**src/sv/pesp_pkg.sv**
```systemverilog
// package for the parameter entry stream parser
// holds parser phases, result kind codes, the result struct and the code to char map
// no dependencies

package pesp_pkg;

  localparam int unsigned MaxResults = 3;

  typedef enum logic [2:0] {
    PH_NAMELEN = 3'd0,
    PH_NAME    = 3'd1,
    PH_TYPE    = 3'd2,
    PH_EXT     = 3'd3,
    PH_VALUE   = 3'd4,
    PH_SRAW    = 3'd5,
    PH_SPACK   = 3'd6
  } phase_e;

  localparam logic [2:0] KIND_NAME_CHAR = 3'd0;
  localparam logic [2:0] KIND_STR_CHAR  = 3'd1;
  localparam logic [2:0] KIND_INT       = 3'd2;
  localparam logic [2:0] KIND_FLOAT     = 3'd3;
  localparam logic [2:0] KIND_BOOL      = 3'd4;
  localparam logic [2:0] KIND_LIST      = 3'd5;
  localparam logic [2:0] KIND_STR_END   = 3'd6;

  localparam logic [1:0] TY_INT    = 2'd0;
  localparam logic [1:0] TY_FLOAT  = 2'd1;
  localparam logic [1:0] TY_STRING = 2'd2;

  typedef struct packed {
    logic [2:0]  kind;
    logic [31:0] payload;
    logic        done;
  } result_t;

  function automatic logic [7:0] code_to_char(input logic [5:0] code);
    logic [7:0] c;
    c = {2'b00, code};
    if (code == 6'd0) begin
      return 8'd0;
    end else if (code < 6'd27) begin
      return c + 8'd64;
    end else if (code < 6'd53) begin
      return c + 8'd70;
    end else if (code < 6'd63) begin
      return c - 8'd5;
    end
    return 8'd95;
  endfunction

endpackage

```
**src/sv/param_entry_stream_parser_unit.sv**
```systemverilog
// top level of the parameter entry stream parser
// byte input register, single-pass decode, result buffer of up to three results
// depends on pesp_pkg
//
//   channel  | handshake                 | payload
//   ---------+---------------------------+---------------------------------------------
//   input    | in_valid_i / in_ready_o   | data_byte_i
//   output   | out_valid_o / out_ready_i | kind_o payload_o entry_done_o last_of_run_o
//
// one byte per cycle while each byte yields at most one result and the receiver takes each result
// a byte with k results holds the result buffer until its k results are taken (k up to 3)
// an accepted byte passes the input register, then its results are written to the result buffer
// reset clears the phase and parser state, the input valid flag and the result buffer count and read index
// the input register takes one more byte while results wait, then the input stalls

module param_entry_stream_parser_unit (
  input  logic        clk_i,
  input  logic        rst_ni,
  input  logic        in_valid_i,
  output logic        in_ready_o,
  input  logic [7:0]  data_byte_i,
  output logic        out_valid_o,
  input  logic        out_ready_i,
  output logic [2:0]  kind_o,
  output logic [31:0] payload_o,
  output logic        entry_done_o,
  output logic        last_of_run_o
);

  pesp_pkg::phase_e ph_q, ph_d;
  logic [11:0] cl_q, cl_d;
  logic [1:0]  gp_q, gp_d;
  logic [7:0]  cb_q, cb_d;
  logic [7:0]  tb_q, tb_d;
  logic [31:0] acc_q, acc_d;
  logic [2:0]  vbl_q, vbl_d;
  logic [11:0] sl_q, sl_d;

  logic        in_valid_q;
  logic [7:0]  in_byte_q;

  pesp_pkg::result_t res_q [pesp_pkg::MaxResults];
  pesp_pkg::result_t res_d [pesp_pkg::MaxResults];
  logic [1:0]  cnt_q;
  logic [1:0]  rd_q;
  logic [1:0]  n;

  logic        pop;
  logic        move;

  assign pop         = out_valid_o && out_ready_i;
  assign move        = in_valid_q && ((cnt_q == 2'd0) || ((cnt_q == 2'd1) && pop));
  assign in_ready_o  = !in_valid_q || move;

  assign out_valid_o   = (cnt_q != 2'd0);
  assign kind_o        = res_q[rd_q].kind;
  assign payload_o     = res_q[rd_q].payload;
  assign entry_done_o  = res_q[rd_q].done;
  assign last_of_run_o = (cnt_q == 2'd1);

  // decode of one byte
  always_comb begin
    logic [7:0]  b;
    logic [2:0]  k;
    logic [5:0]  code;
    logic [11:0] cs;
    logic [7:0]  tbv;

    b     = in_byte_q;
    k     = pesp_pkg::KIND_NAME_CHAR;
    code  = 6'd0;
    cs    = 12'd0;
    tbv   = tb_q;
    ph_d  = ph_q;
    cl_d  = cl_q;
    gp_d  = gp_q;
    cb_d  = cb_q;
    tb_d  = tb_q;
    acc_d = acc_q;
    vbl_d = vbl_q;
    sl_d  = sl_q;
    n     = 2'd0;
    for (int i = 0; i < pesp_pkg::MaxResults; i++) begin
      res_d[i] = '0;
    end

    unique case (ph_q)
      pesp_pkg::PH_NAMELEN: begin
        cl_d = {4'd0, b};
        gp_d = 2'd0;
        cb_d = 8'd0;
        ph_d = (b == 8'd0) ? pesp_pkg::PH_TYPE : pesp_pkg::PH_NAME;
      end
      pesp_pkg::PH_NAME, pesp_pkg::PH_SPACK: begin
        k = (ph_q == pesp_pkg::PH_NAME) ? pesp_pkg::KIND_NAME_CHAR
                                        : pesp_pkg::KIND_STR_CHAR;
        if (gp_q == 2'd0) begin
          code = b[7:2];
          gp_d = 2'd1;
        end else if (gp_q == 2'd1) begin
          code = {cb_q[1:0], b[7:4]};
          gp_d = 2'd2;
        end else begin
          code = {cb_q[3:0], b[7:6]};
          gp_d = 2'd0;
        end
        if (cl_d != 12'd0) begin
          res_d[n] = '{kind: k, payload: {24'd0, pesp_pkg::code_to_char(code)}, done: 1'b0};
          n    = n + 2'd1;
          cl_d = cl_d - 12'd1;
        end
        if (gp_q == 2'd2) begin
          if (cl_d != 12'd0) begin
            res_d[n] = '{kind: k, payload: {24'd0, pesp_pkg::code_to_char(b[5:0])},
                         done: 1'b0};
            n    = n + 2'd1;
            cl_d = cl_d - 12'd1;
          end
        end
        cb_d = b;
        if (cl_d == 12'd0) begin
          if (ph_q == pesp_pkg::PH_NAME) begin
            ph_d = pesp_pkg::PH_TYPE;
          end else begin
            res_d[n] = '{kind: pesp_pkg::KIND_STR_END, payload: {20'd0, sl_q}, done: 1'b1};
            n    = n + 2'd1;
            ph_d = pesp_pkg::PH_NAMELEN;
          end
        end
      end
      pesp_pkg::PH_TYPE: begin
        tb_d  = b;
        tbv   = b;
        acc_d = 32'd0;
        if ((b[7:6] == pesp_pkg::TY_INT) && b[1]) begin
          cl_d = {8'd0, b[5:2]};
          if (b[0]) begin
            ph_d = pesp_pkg::PH_EXT;
          end else begin
            res_d[n] = '{kind: pesp_pkg::KIND_LIST, payload: {20'd0, cl_d}, done: 1'b1};
            n    = n + 2'd1;
            ph_d = pesp_pkg::PH_NAMELEN;
          end
        end else if (b[7:6] == pesp_pkg::TY_INT) begin
          vbl_d = {1'b0, b[5:4]} + 3'd1;
          ph_d  = pesp_pkg::PH_VALUE;
        end else if (b[7:6] == pesp_pkg::TY_FLOAT) begin
          vbl_d = 3'd4;
          ph_d  = pesp_pkg::PH_VALUE;
        end else if (b[7:6] == pesp_pkg::TY_STRING) begin
          cl_d = {8'd0, b[5:2]};
          if (b[0]) begin
            ph_d = pesp_pkg::PH_EXT;
          end else begin
            cs   = cl_d;
            sl_d = cs;
            gp_d = 2'd0;
            if (cs == 12'd0) begin
              res_d[n] = '{kind: pesp_pkg::KIND_STR_END, payload: 32'd0, done: 1'b1};
              n    = n + 2'd1;
              ph_d = pesp_pkg::PH_NAMELEN;
            end else begin
              ph_d = tbv[1] ? pesp_pkg::PH_SRAW : pesp_pkg::PH_SPACK;
            end
          end
        end else begin
          res_d[n] = '{kind: pesp_pkg::KIND_BOOL, payload: {31'd0, b[5]}, done: 1'b1};
          n    = n + 2'd1;
          ph_d = pesp_pkg::PH_NAMELEN;
        end
      end
      pesp_pkg::PH_EXT: begin
        cl_d = {cl_q[3:0], b};
        if (tb_q[7:6] == pesp_pkg::TY_INT) begin
          res_d[n] = '{kind: pesp_pkg::KIND_LIST, payload: {20'd0, cl_d}, done: 1'b1};
          n    = n + 2'd1;
          ph_d = pesp_pkg::PH_NAMELEN;
        end else begin
          cs   = cl_d;
          sl_d = cs;
          gp_d = 2'd0;
          if (cs == 12'd0) begin
            res_d[n] = '{kind: pesp_pkg::KIND_STR_END, payload: 32'd0, done: 1'b1};
            n    = n + 2'd1;
            ph_d = pesp_pkg::PH_NAMELEN;
          end else begin
            ph_d = tbv[1] ? pesp_pkg::PH_SRAW : pesp_pkg::PH_SPACK;
          end
        end
      end
      pesp_pkg::PH_VALUE: begin
        acc_d = {acc_q[23:0], b};
        vbl_d = vbl_q - 3'd1;
        if (vbl_d == 3'd0) begin
          res_d[n] = '{kind: (tb_q[7:6] == pesp_pkg::TY_FLOAT) ? pesp_pkg::KIND_FLOAT
                                                                : pesp_pkg::KIND_INT,
                       payload: acc_d, done: 1'b1};
          n    = n + 2'd1;
          ph_d = pesp_pkg::PH_NAMELEN;
        end
      end
      pesp_pkg::PH_SRAW: begin
        res_d[n] = '{kind: pesp_pkg::KIND_STR_CHAR, payload: {24'd0, b}, done: 1'b0};
        n    = n + 2'd1;
        cl_d = cl_q - 12'd1;
        if (cl_d == 12'd0) begin
          res_d[n] = '{kind: pesp_pkg::KIND_STR_END, payload: {20'd0, sl_q}, done: 1'b1};
          n    = n + 2'd1;
          ph_d = pesp_pkg::PH_NAMELEN;
        end
      end
      default: begin
        ph_d = pesp_pkg::PH_NAMELEN;
      end
    endcase
  end

  // input register
  always_ff @(posedge clk_i or negedge rst_ni) begin
    if (!rst_ni) begin
      in_valid_q <= 1'b0;
    end else if (in_ready_o) begin
      in_valid_q <= in_valid_i;
    end
  end

  always_ff @(posedge clk_i) begin
    if (in_ready_o && in_valid_i) begin
      in_byte_q <= data_byte_i;
    end
  end

  // parser state
  always_ff @(posedge clk_i or negedge rst_ni) begin
    if (!rst_ni) begin
      ph_q  <= pesp_pkg::PH_NAMELEN;
      cl_q  <= 12'd0;
      gp_q  <= 2'd0;
      cb_q  <= 8'd0;
      tb_q  <= 8'd0;
      acc_q <= 32'd0;
      vbl_q <= 3'd0;
      sl_q  <= 12'd0;
    end else if (move) begin
      ph_q  <= ph_d;
      cl_q  <= cl_d;
      gp_q  <= gp_d;
      cb_q  <= cb_d;
      tb_q  <= tb_d;
      acc_q <= acc_d;
      vbl_q <= vbl_d;
      sl_q  <= sl_d;
    end
  end

  // result buffer
  always_ff @(posedge clk_i or negedge rst_ni) begin
    if (!rst_ni) begin
      cnt_q <= 2'd0;
      rd_q  <= 2'd0;
    end else if (move) begin
      cnt_q <= n;
      rd_q  <= 2'd0;
    end else if (pop) begin
      cnt_q <= cnt_q - 2'd1;
      rd_q  <= rd_q + 2'd1;
    end
  end

  always_ff @(posedge clk_i) begin
    if (move) begin
      for (int i = 0; i < pesp_pkg::MaxResults; i++) begin
        res_q[i] <= res_d[i];
      end
    end
  end

endmodule

```
**config.mk**
```make
export PLATFORM = sky130hd
export DESIGN_NAME = param_entry_stream_parser_unit
export DESIGN_NICKNAME = d
export VERILOG_FILES = /design/src/sv/pesp_pkg.sv /design/src/sv/param_entry_stream_parser_unit.sv
export SDC_FILE = /design/constraint.sdc
export NUM_CORES = 1
export LEC_CHECK = 0
export BUFFER_PORTS_ARGS = -buffer_cell sky130_fd_sc_hd__buf_4
export CAP_MARGIN = 20
export CORE_ASPECT_RATIO = 1.2
export CORE_MARGIN = 5
export CORE_UTILIZATION = 53
export CTS_CLUSTER_SIZE = 30
export DETAILED_ROUTE_END_ITERATION = 8
export GPL_TIMING_DRIVEN = 0
export HOLD_SLACK_MARGIN = 0.12
export PLACE_DENSITY = 0.71
export SLEW_MARGIN = 30
export SYNTH_ARGS = -nofsm -noshare
export SYNTH_HDL_FRONTEND = slang
export SYNTH_SLANG_ARGS = --single-unit
```
**constraint.sdc**
```tcl
create_clock -name clk_i -period 6.48 [get_ports clk_i]
set_input_delay 1.296 -clock clk_i [delete_from_list [all_inputs] [get_ports clk_i]]
set_output_delay 1.296 -clock clk_i [all_outputs]
set_load 0.1 [all_outputs]
```
Word-level counts from Yosys, hierarchy flattened
Memory sizes are Yosys's and may differ from the RTL's.
Cells that the tools add are included.
{"block": "totals", "latch_bits": 0, "ramBits": 108, "n_memories": 1, "mem_bits_ro": 0, "output_inout_bits": 39, "register_bits": 81, "input_bits": 12}
{"name": "res_q", "words": 3, "width": 36, "read_ports": 1, "rd_clocked_by_memory_dff": 0, "wr": 3, "line": "param_entry_stream_parser_unit.sv:42", "rtl": "pesp_pkg::result_t res_q [pesp_pkg::MaxResults];"}
{"block": "op_classes", "shift": 0, "addsub": 14, "magnitude_cmp": 10, "n_mul": 0, "bitwise": 2, "muxes": 132, "reduce_logical": 41, "eq_ne": 25, "div_mod_pow": 0}
{"cell": "2-to-1 mux 108 bit", "n": 5}
{"cell": "2-to-1 mux 36 bit", "n": 14}
{"cell": "bitwise mux 108 bit", "n": 2}
{"cell": "2-to-1 mux 12 bit", "n": 15}
{"cell": "case mux 36 bit (5 select lines)", "n": 1}
{"cell": "demux 36 bit (select 2 bit)", "n": 2}
{"cell": "2-to-1 mux 8 bit", "n": 13}
{"cell": "case mux 36 bit (2 select lines)", "n": 1}
{"cell": "case mux 12 bit (5 select lines)", "n": 1}
{"cell": "2-to-1 mux 2 bit", "n": 27}
{"cell": "case mux 24 bit (2 select lines)", "n": 1}
{"cell": "2-to-1 mux 3 bit", "n": 14}
{"cell": "logical NOT 12 bit", "n": 3}
{"cell": "2-to-1 mux 35 bit", "n": 1}
{"cell": "2-to-1 mux 34 bit", "n": 1}
{"cell": "adder 6 x 7 -> 8 bit (second input constant)", "n": 4}
{"cell": "2-to-1 mux 1 bit", "n": 25}
{"cell": "< comparator 6 bit (second input constant)", "n": 4}
{"cell": "case mux 12 bit (2 select lines)", "n": 1}
{"cell": "nonzero test 12 bit", "n": 2}
{"cell": "subtractor 12 x 1 -> 12 bit (second input constant)", "n": 2}
{"cell": "2-to-1 mux 6 bit", "n": 3}
{"cell": "inequality test 2 bit (second input constant)", "n": 9}
{"cell": "case mux 3 bit (6 select lines)", "n": 1}
{"cell": "35 further kinds", "n": 72}

Longest topological paths before layout
Gate-level depths: netlist of run 1.
{"block": "logic_depth", "ltp_word": 22, "ltp_mapped": 28}

Worst setup path before layout of run 1
Ideal clock, no wire load.
{"block": "synth_timing", "path_kind": "flip-flop to flip-flop", "start": "register cl_q[0]", "end": "memory res_q[0][1] in the netlist's numbering (data pin)", "path_stages_with_launch": 28, "arrival_time_ns": 4.640, "n_path_buf": 6, "setup_slack_ns": 1.559, "cell_sequence": "dfrtp_1 clkbuf_1 inv_1 ha_1 or4b_1 buf_2 nor3_4 inv_1 clkbuf_1 o21ai_0 ha_1 o211ai_1 nor2_1 and2_1 buf_2 inv_1 ha_1 nor2_1 a21oi_1 inv_1 ha_1 nand2_1 nor2_1 and4_1 clkbuf_1 buf_2 nand3_1 o311ai_0"}
{"element": "from (decl)", "line": "param_entry_stream_parser_unit.sv:31", "rtl": "logic [11:0] cl_q, cl_d;"}
{"element": "from (signal assigned)", "line": "param_entry_stream_parser_unit.sv:246", "rtl": "cl_q <= cl_d;"}
{"element": "to (decl)", "line": "param_entry_stream_parser_unit.sv:42"}

==> qor.yml, run 1 <==
postSynthAreaPerCell_sq_um: 9.18
yosysWarnings: 0
diodes: 0
critPathLaunchType: "flop"
cp.required_ns: 6.59
cts_inserted_buffers: 17
synth_top_area_share_pct: 23.7
first_iter_violations: 809
clk_pin_slew_worst_paths_ns: 0.06
hold_buffers: 0
area.growth.synth_to_final_pct: 14.6
stdcell_count: 1281
core.rowCount: 52
holdWs_ns: 0.498
synth_fa_ha_area_share_pct: 3.62
slew_violations: 0
netlist_area_sq_um: 8980
h-tree-depth: 4
fp.coreArea_sq_um: 16800
ys_seq_elements: 139
status: "finished, final reports clean"
yosysSeqAreaShare_pct: 42.7
dpl.cell_count: 1245
fin_worst_skew_ns: 0.00893
path_max_fanout: 10
grt_antenna_before_repair: 0
fp.dieH_um: 153
slew_headroom_pct: 33.8
hold_violations: 0
die_w_um: 129
cts.path.max_buffers: 2
start_util_pct: 53.5
finalSetupTns_ns: 0
rsz0062_at_grt: "false"
worstSetupEndpoint: "res_q[0][1]"
post_drt_wl_per_cell_um: 20.5
crit_start: "cl_q[1]"
worstPathArrival_ns: 6.18
yosys.area_share.xor_xnor_pct: 1.46
synth_compound_area_share_pct: 22.8
netlist_instances: 979
dp_hpwl_um: 19200
layout.nets: 1090
grt_use_total_pct: 26.8
grt-ovfl-total: 0
synth-simple-area-share_pct: 21.2
clock_sinks: 139
synthArstFlopShare_pct: 48.9
worst-r2r-setup-slack_ns: 0.40
finalCritPeriodShare_pct: 93.8
synth-edff-count: 71
critPathKind: "flop to flop"
cap_viol_max_count: 0
ant_nets: 0
wl_um: 26200
grt_pass1_vias: 7494
dieArea_sq_um: 19700
setup_viol: 0
synthFlopType: "edfxtp_1"
clkLatencyLatePin_ns: 0.43
drtPass1Iterations: 6
holdCritStartpoint: "acc_q[20]"
synth_mux_area_share_pct: 3.38
rr_endpoint: "res_q[0][1]"
worst_pin_slew_ns: 0.986
synth_top_family_by_area: "compound AO/OA/AOI/OAI gates"
fin_crit_ns: 6.08
critical-path-max-stage-delay_ns: 0.43
hp-class: "flop to flop"
r2r-start: "cl_q[1]"
place.gp.congestion: 0.959
synth.largest_area_cell: "edfxtp_1"
vias: 8002
fill_cells: 1460
crit_path_end_kind: "flop"
cts_tree: "built"
avgViaCountPerCell: 6.25
synthDistinctLibCells: 80
final_util_pct: 61.3
clock.fmax_mhz: 165
drcViolationCount: 0
num_io_pins: 51
io_buffer_count: 50
clock-root-buffer: "clkbuf_16"
ff2ff_path_depth: 27
drive_gt1_share_pct: 12.2
grt_max_degree: 73
grt_pass1_wl_um: 41400
synth_area_leaders: "edfxtp_1, dfrtp_1, and2_1"
crit_path_top_delay_cell: "or4b_1"
synth_nets: 1017
## area by class of cell
type	instances	area (sq um)	area share, %
Buffer	66	297	2.88
Clock buffer	17	425	4.13
Clock inverter	15	179	1.74
Inverter	35	138	1.34
Multi-Input combinational cell	737	4720	45.9
Sequential cell	139	3830	37.3
Tap cell	216	270	2.63
Timing Repair Buffer	56	424	4.12
## Yosys cell counts (4+ instances only)
cell type	count
and3_1	6
nand2_1	102
a211oi_1	9
mux2i_1	27
a22oi_1	13
o22ai_1	4
nor2b_1	6
or3_1	11
nand2b_1	14
nor2_1	63
a31oi_1	11
nand3_1	33
ha_1	26
dfrtp_1	68
and2_1	69
o211ai_1	16
buf_2	8
or4_1	4
a221oi_1	9
o21ai_1	8
buf_6	4
nor3b_1	6
a21oi_1	51
or2_2	4
clkbuf_1	47
o311ai_0	4
edfxtp_1	71
nor4_1	7
o21ai_0	73
nand4_1	4
xnor2_1	14
nor3_1	24
inv_1	33
a22o_1	40
a21o_1	8
buf_1	7
a32oi_1	6
## flip-flops by register name, summed over array words and instances (netlist names)
register    count
cb_q            4
sl_q           12
tb_q            3
vbl_q           3
gp_q            2
res_q          63
acc_q          24
rd_q            2
in_byte_q       8
cnt_q           2
cl_q           12
ph_q            3
in_valid_q      1
## layer usage
layer / track usage [%] / vias up / wire (um)
met4: 13.7 / 0 / 1390
li1: - / 3772 / -
met3: 4.91 / 93 / 2020
met2: 42.4 / 390 / 12500
met1: 35.1 / 3747 / 10300
met5: 0 / - / 0
## cells in the final DEF, fill, tap and decap left out, types with 5 or more instances in the layout
cell	n
nand2_1	102
inv_8	5
a21o_1	8
edfxtp_1	71
nor3b_1	6
a221oi_1	9
nor2_1	63
a32oi_1	6
a21oi_1	51
clkbuf_1	44
clkbuf_16	17
dfrtp_1	68
o21ai_0	72
a22o_1	40
inv_1	32
mux2i_1	27
nor2b_1	6
and2_1	69
nand3_1	33
buf_2	8
nand2b_1	14
a211oi_1	9
a31oi_1	11
nor3_1	24
buf_4	56
buf_6	5
nor4_1	6
o21ai_1	9
o211ai_1	16
ha_1	26
a22oi_1	13
buf_1	7
and3_1	6
xnor2_1	14
or3_1	11
## per-stage QoR
stage          instance area (sq um)  setup WS [ns]
2_1_floorplan                   8980           1.56
3_3_place_gp                    9630          0.139
3_5_place_dp                    9640          0.139
4_1_cts                        10200         0.0916
5_1_grt                        10300         0.0106
6_report                       10300          0.405
## worst min path at each step
stage	slack, ns	to	depth (start not counted)
finish	0.50	acc_q[20]	1
detailed placement	0.47	acc_q[18]	1
global route	0.51	acc_q[21]	1
floorplan	0.46	acc_q[16]	1
global placement	0.48	acc_q[18]	1
CTS	0.50	acc_q[18]	1
## critical path: cells and delay by family, from the launching register on
kind	cells	cell delay, ns
adder cells (fa/ha/maj)	4	1.05
AO/OA/AOI/OAI	3	0.68
buffers and inverters	10	1.94
XOR/XNOR	1	0.14
AND/OR/NAND/NOR	9	1.53
flip-flops	1	0.40
## cells by family after synthesis
group / after synthesis
AOI/OAI and AO/OA: 297
buffers and inverters: 103
and+or+nand+nor: 369
xor gates and xnor gates: 15
DFF: 139
muxes: 30
adders and majority gates: 26
## repair_timing
action	CTS	global route
gates resized for setup	0	6
setup buffers	0	6
setup endpoints to repair	0	8
Power of run 1 is left out: the tool's default activity adds up to more than one toggle a clock period on the data nets, which glitch-free logic cannot reach.
==> run 2, diff against run 1 <==
CELL_PAD_IN_SITES_DETAIL_PLACEMENT = 0   (was not set)
CELL_PAD_IN_SITES_GLOBAL_PLACEMENT = 1   (was not set)
CORE_UTILIZATION = 48   (was 53)
PLACE_DENSITY = not set   (was 0.71)
PLACE_DENSITY_LB_ADDON = 0.1   (was not set)
==> run 2 against run 1 <==
Wire length is 5.2% higher. Critical endpoint unchanged. Clock-buffer cell count is 1 higher. Register-to-register slack worse by 0.04 ns. Die area is 9.7% higher. Final area is 0.20% lower. Core utilization is 5.2 points lower. Sequential share of layout area is 0.073 points higher. Worst setup slack worse by 0.043 ns. Final cell count is 2.3% higher. Sequential cell count stayed put. Critical path type unchanged. Highest routed layer unchanged. Critical path depth is 1 lower.
==> qor.yml, run 2 (synthesis gave the netlist of run 1 again) <==
status: "finished, final reports clean"
rsz0062_at_grt: "false"
drcViolationCount: 0  # unchanged
cts.path.max_buffers: 2  # unchanged
cts_tree: "built"
final_common_cell: "nand2_1"
area.growth.synth_to_final_pct: 14.3
top_regs: "res_q x63, acc_q x24"
multiInputGateArea_sq_um: 4740  # +0.34%
stdcell_count: 1311  # +2.3%
hold_violations: 0  # unchanged
drtPass1Iterations: 6  # unchanged
grt_pass1_wl_um: 43400  # +4.9%
grt-ovfl-total: 0  # unchanged
num_io_pins: 51  # unchanged
clk_pin_slew_worst_paths_ns: 0.07  # about the same
critPathLaunchType: "flop"
dieArea_sq_um: 21600  # +9.7%
worstPathArrival_ns: 6.23  # +0.05 ns
core.rowCount: 54  # +3.8%
fill_cells: 1765  # +21%
worst_pin_slew_ns: 0.968  # -0.0172 ns
hold_buffers: 0  # unchanged
clock-root-buffer: "clkbuf_16"
first_iter_violations: 665  # -18%
grt_pass1_vias: 7855  # +4.8%
fin_worst_skew_ns: 0.0138  # +0.00489 ns
finalCritPeriodShare_pct: 94.4  # +0.67 points
crit_path_end_kind: "flop"
final_cell_mix: "nand2_1, o21ai_0, edfxtp_1"
fin_crit_ns: 6.12  # +0.0432 ns
slew_violations: 0  # unchanged
dpl.cell_count: 1281  # +2.9%
fp.coreArea_sq_um: 18300  # +9.1%
io_buffer_count: 50  # unchanged
path_max_fanout: 10  # unchanged
clkLatencyLatePin_ns: 0.43  # about the same
grt_antenna_before_repair: 0  # unchanged
critPathKind: "flop to flop"
largest_reg_flops: 63  # unchanged
place.gp.congestion: 0.949  # -1.1%
hp-class: "flop to flop"
diodes: 0  # unchanged
cts_inserted_buffers: 17  # unchanged
finalSetupTns_ns: 0  # unchanged
clock_sinks: 139  # unchanged
regMostFlops: "res_q"
final_util_pct: 56.1  # -5.2 points
fp.dieH_um: 160  # +4.7%
clock.fmax_mhz: 163  # -0.71%
vias: 8004  # +0.025%
slew_headroom_pct: 35.0  # +1.2 points
dp_hpwl_um: 20300  # +5.7%
cp.required_ns: 6.59  # about the same
ant_nets: 0  # unchanged
regArea_sq_um: 3830  # unchanged
cap_viol_max_count: 0  # unchanged
grt_use_total_pct: 25.7  # -1.1 points
layout.nets: 1084  # -0.55%
setup_viol: 0  # unchanged
post_drt_wl_per_cell_um: 21.1  # +2.8%
start_util_pct: 49.1  # -4.5 points
avgViaCountPerCell: 6.11  # -2.3%
die_w_um: 135  # +4.7%
h-tree-depth: 4  # unchanged
grt_max_degree: 73  # unchanged
wl_um: 27600  # +5.2%
drive_gt1_share_pct: 12.1  # -0.12 points
run 2: changes by cell type in the layout (fill, tap and decap cells not counted), sizes merged:
cell and change:
clkinvlp +1, clkbuf +2, buf -7, bufinv -2
run 2: repair_timing:
action                                  in CTS  in global routing
resized for setup                            0                  8
endpoints found under the setup margin       0                  8
setup buffers                                0                  0
run 2: final timing paths:
kind / depth (start not counted) / slack (ns) / from / to
min reg2reg: 1 / 0.49 / acc_q[22] / acc_q[22]
max: 26 / 0.36 / cl_q[1] / res_q[0][1]
min: 1 / 0.49 / acc_q[22] / acc_q[22]
max reg2reg: 26 / 0.36 / cl_q[1] / res_q[0][1]
min in group asynchronous: 1 / 0.87 / rst_ni / cb_q[0]
max in group asynchronous: 1 / 5.09 / rst_ni / acc_q[13]
run 2: layout make-up:
type | count | share of cell area [%]
plain buffers | 66 | 2.90
clock buffers | 18 | 4.28
clock inverters | 14 | 1.28
inverters | 35 | 1.30
multi-input cells | 737 | 46.2
flip-flops and latches | 139 | 37.3
well taps | 252 | 3.07
repair buffers | 50 | 3.69
run 2: critical path, stage by stage, from the launching register on:
cell      delay (ns)
dfrtp_1         0.42
clkbuf_1        0.28
inv_1           0.18
ha_1            0.23
or4b_1          0.44
buf_2           0.20
nor3_4          0.22
inv_1           0.19
clkbuf_2        0.28
o21ai_0         0.28
ha_1            0.32
o211ai_1        0.17
nor2_1          0.21
and2_1          0.15
buf_2           0.21
inv_1           0.14
ha_1            0.30
nor2_1          0.05
a21oi_2         0.24
inv_1           0.11
ha_1            0.24
nand2_1         0.08
nor2_1          0.04
and4_2          0.30
clkbuf_4        0.21
nand3_1         0.11
o311ai_0        0.21
run 2: metal layers:
layer / up-vias / part of all wire, % / GRT usage [%]
met5: - / 0 / 0
met4: 0 / 4.6 / 12.5
met3: 70 / 4.9 / 3.96
met2: 288 / 50 / 43.7
met1: 3878 / 41 / 31.8
li1: 3768 / - / -
run 2: metrics by stage:
step / hold slack, ns / instance area (sq um) / setup slack (ns)
2_1_floorplan: 0.458 / 8980 / 1.56
4_1_cts: 0.494 / 10300 / 0.0643
3_3_place_gp: 0.474 / 9670 / 0.144
6_report: 0.491 / 10300 / 0.362
3_5_place_dp: 0.474 / 9680 / 0.112
5_1_grt: 0.509 / 10300 / 0.0380
Power of run 2 is left out for the same reason.
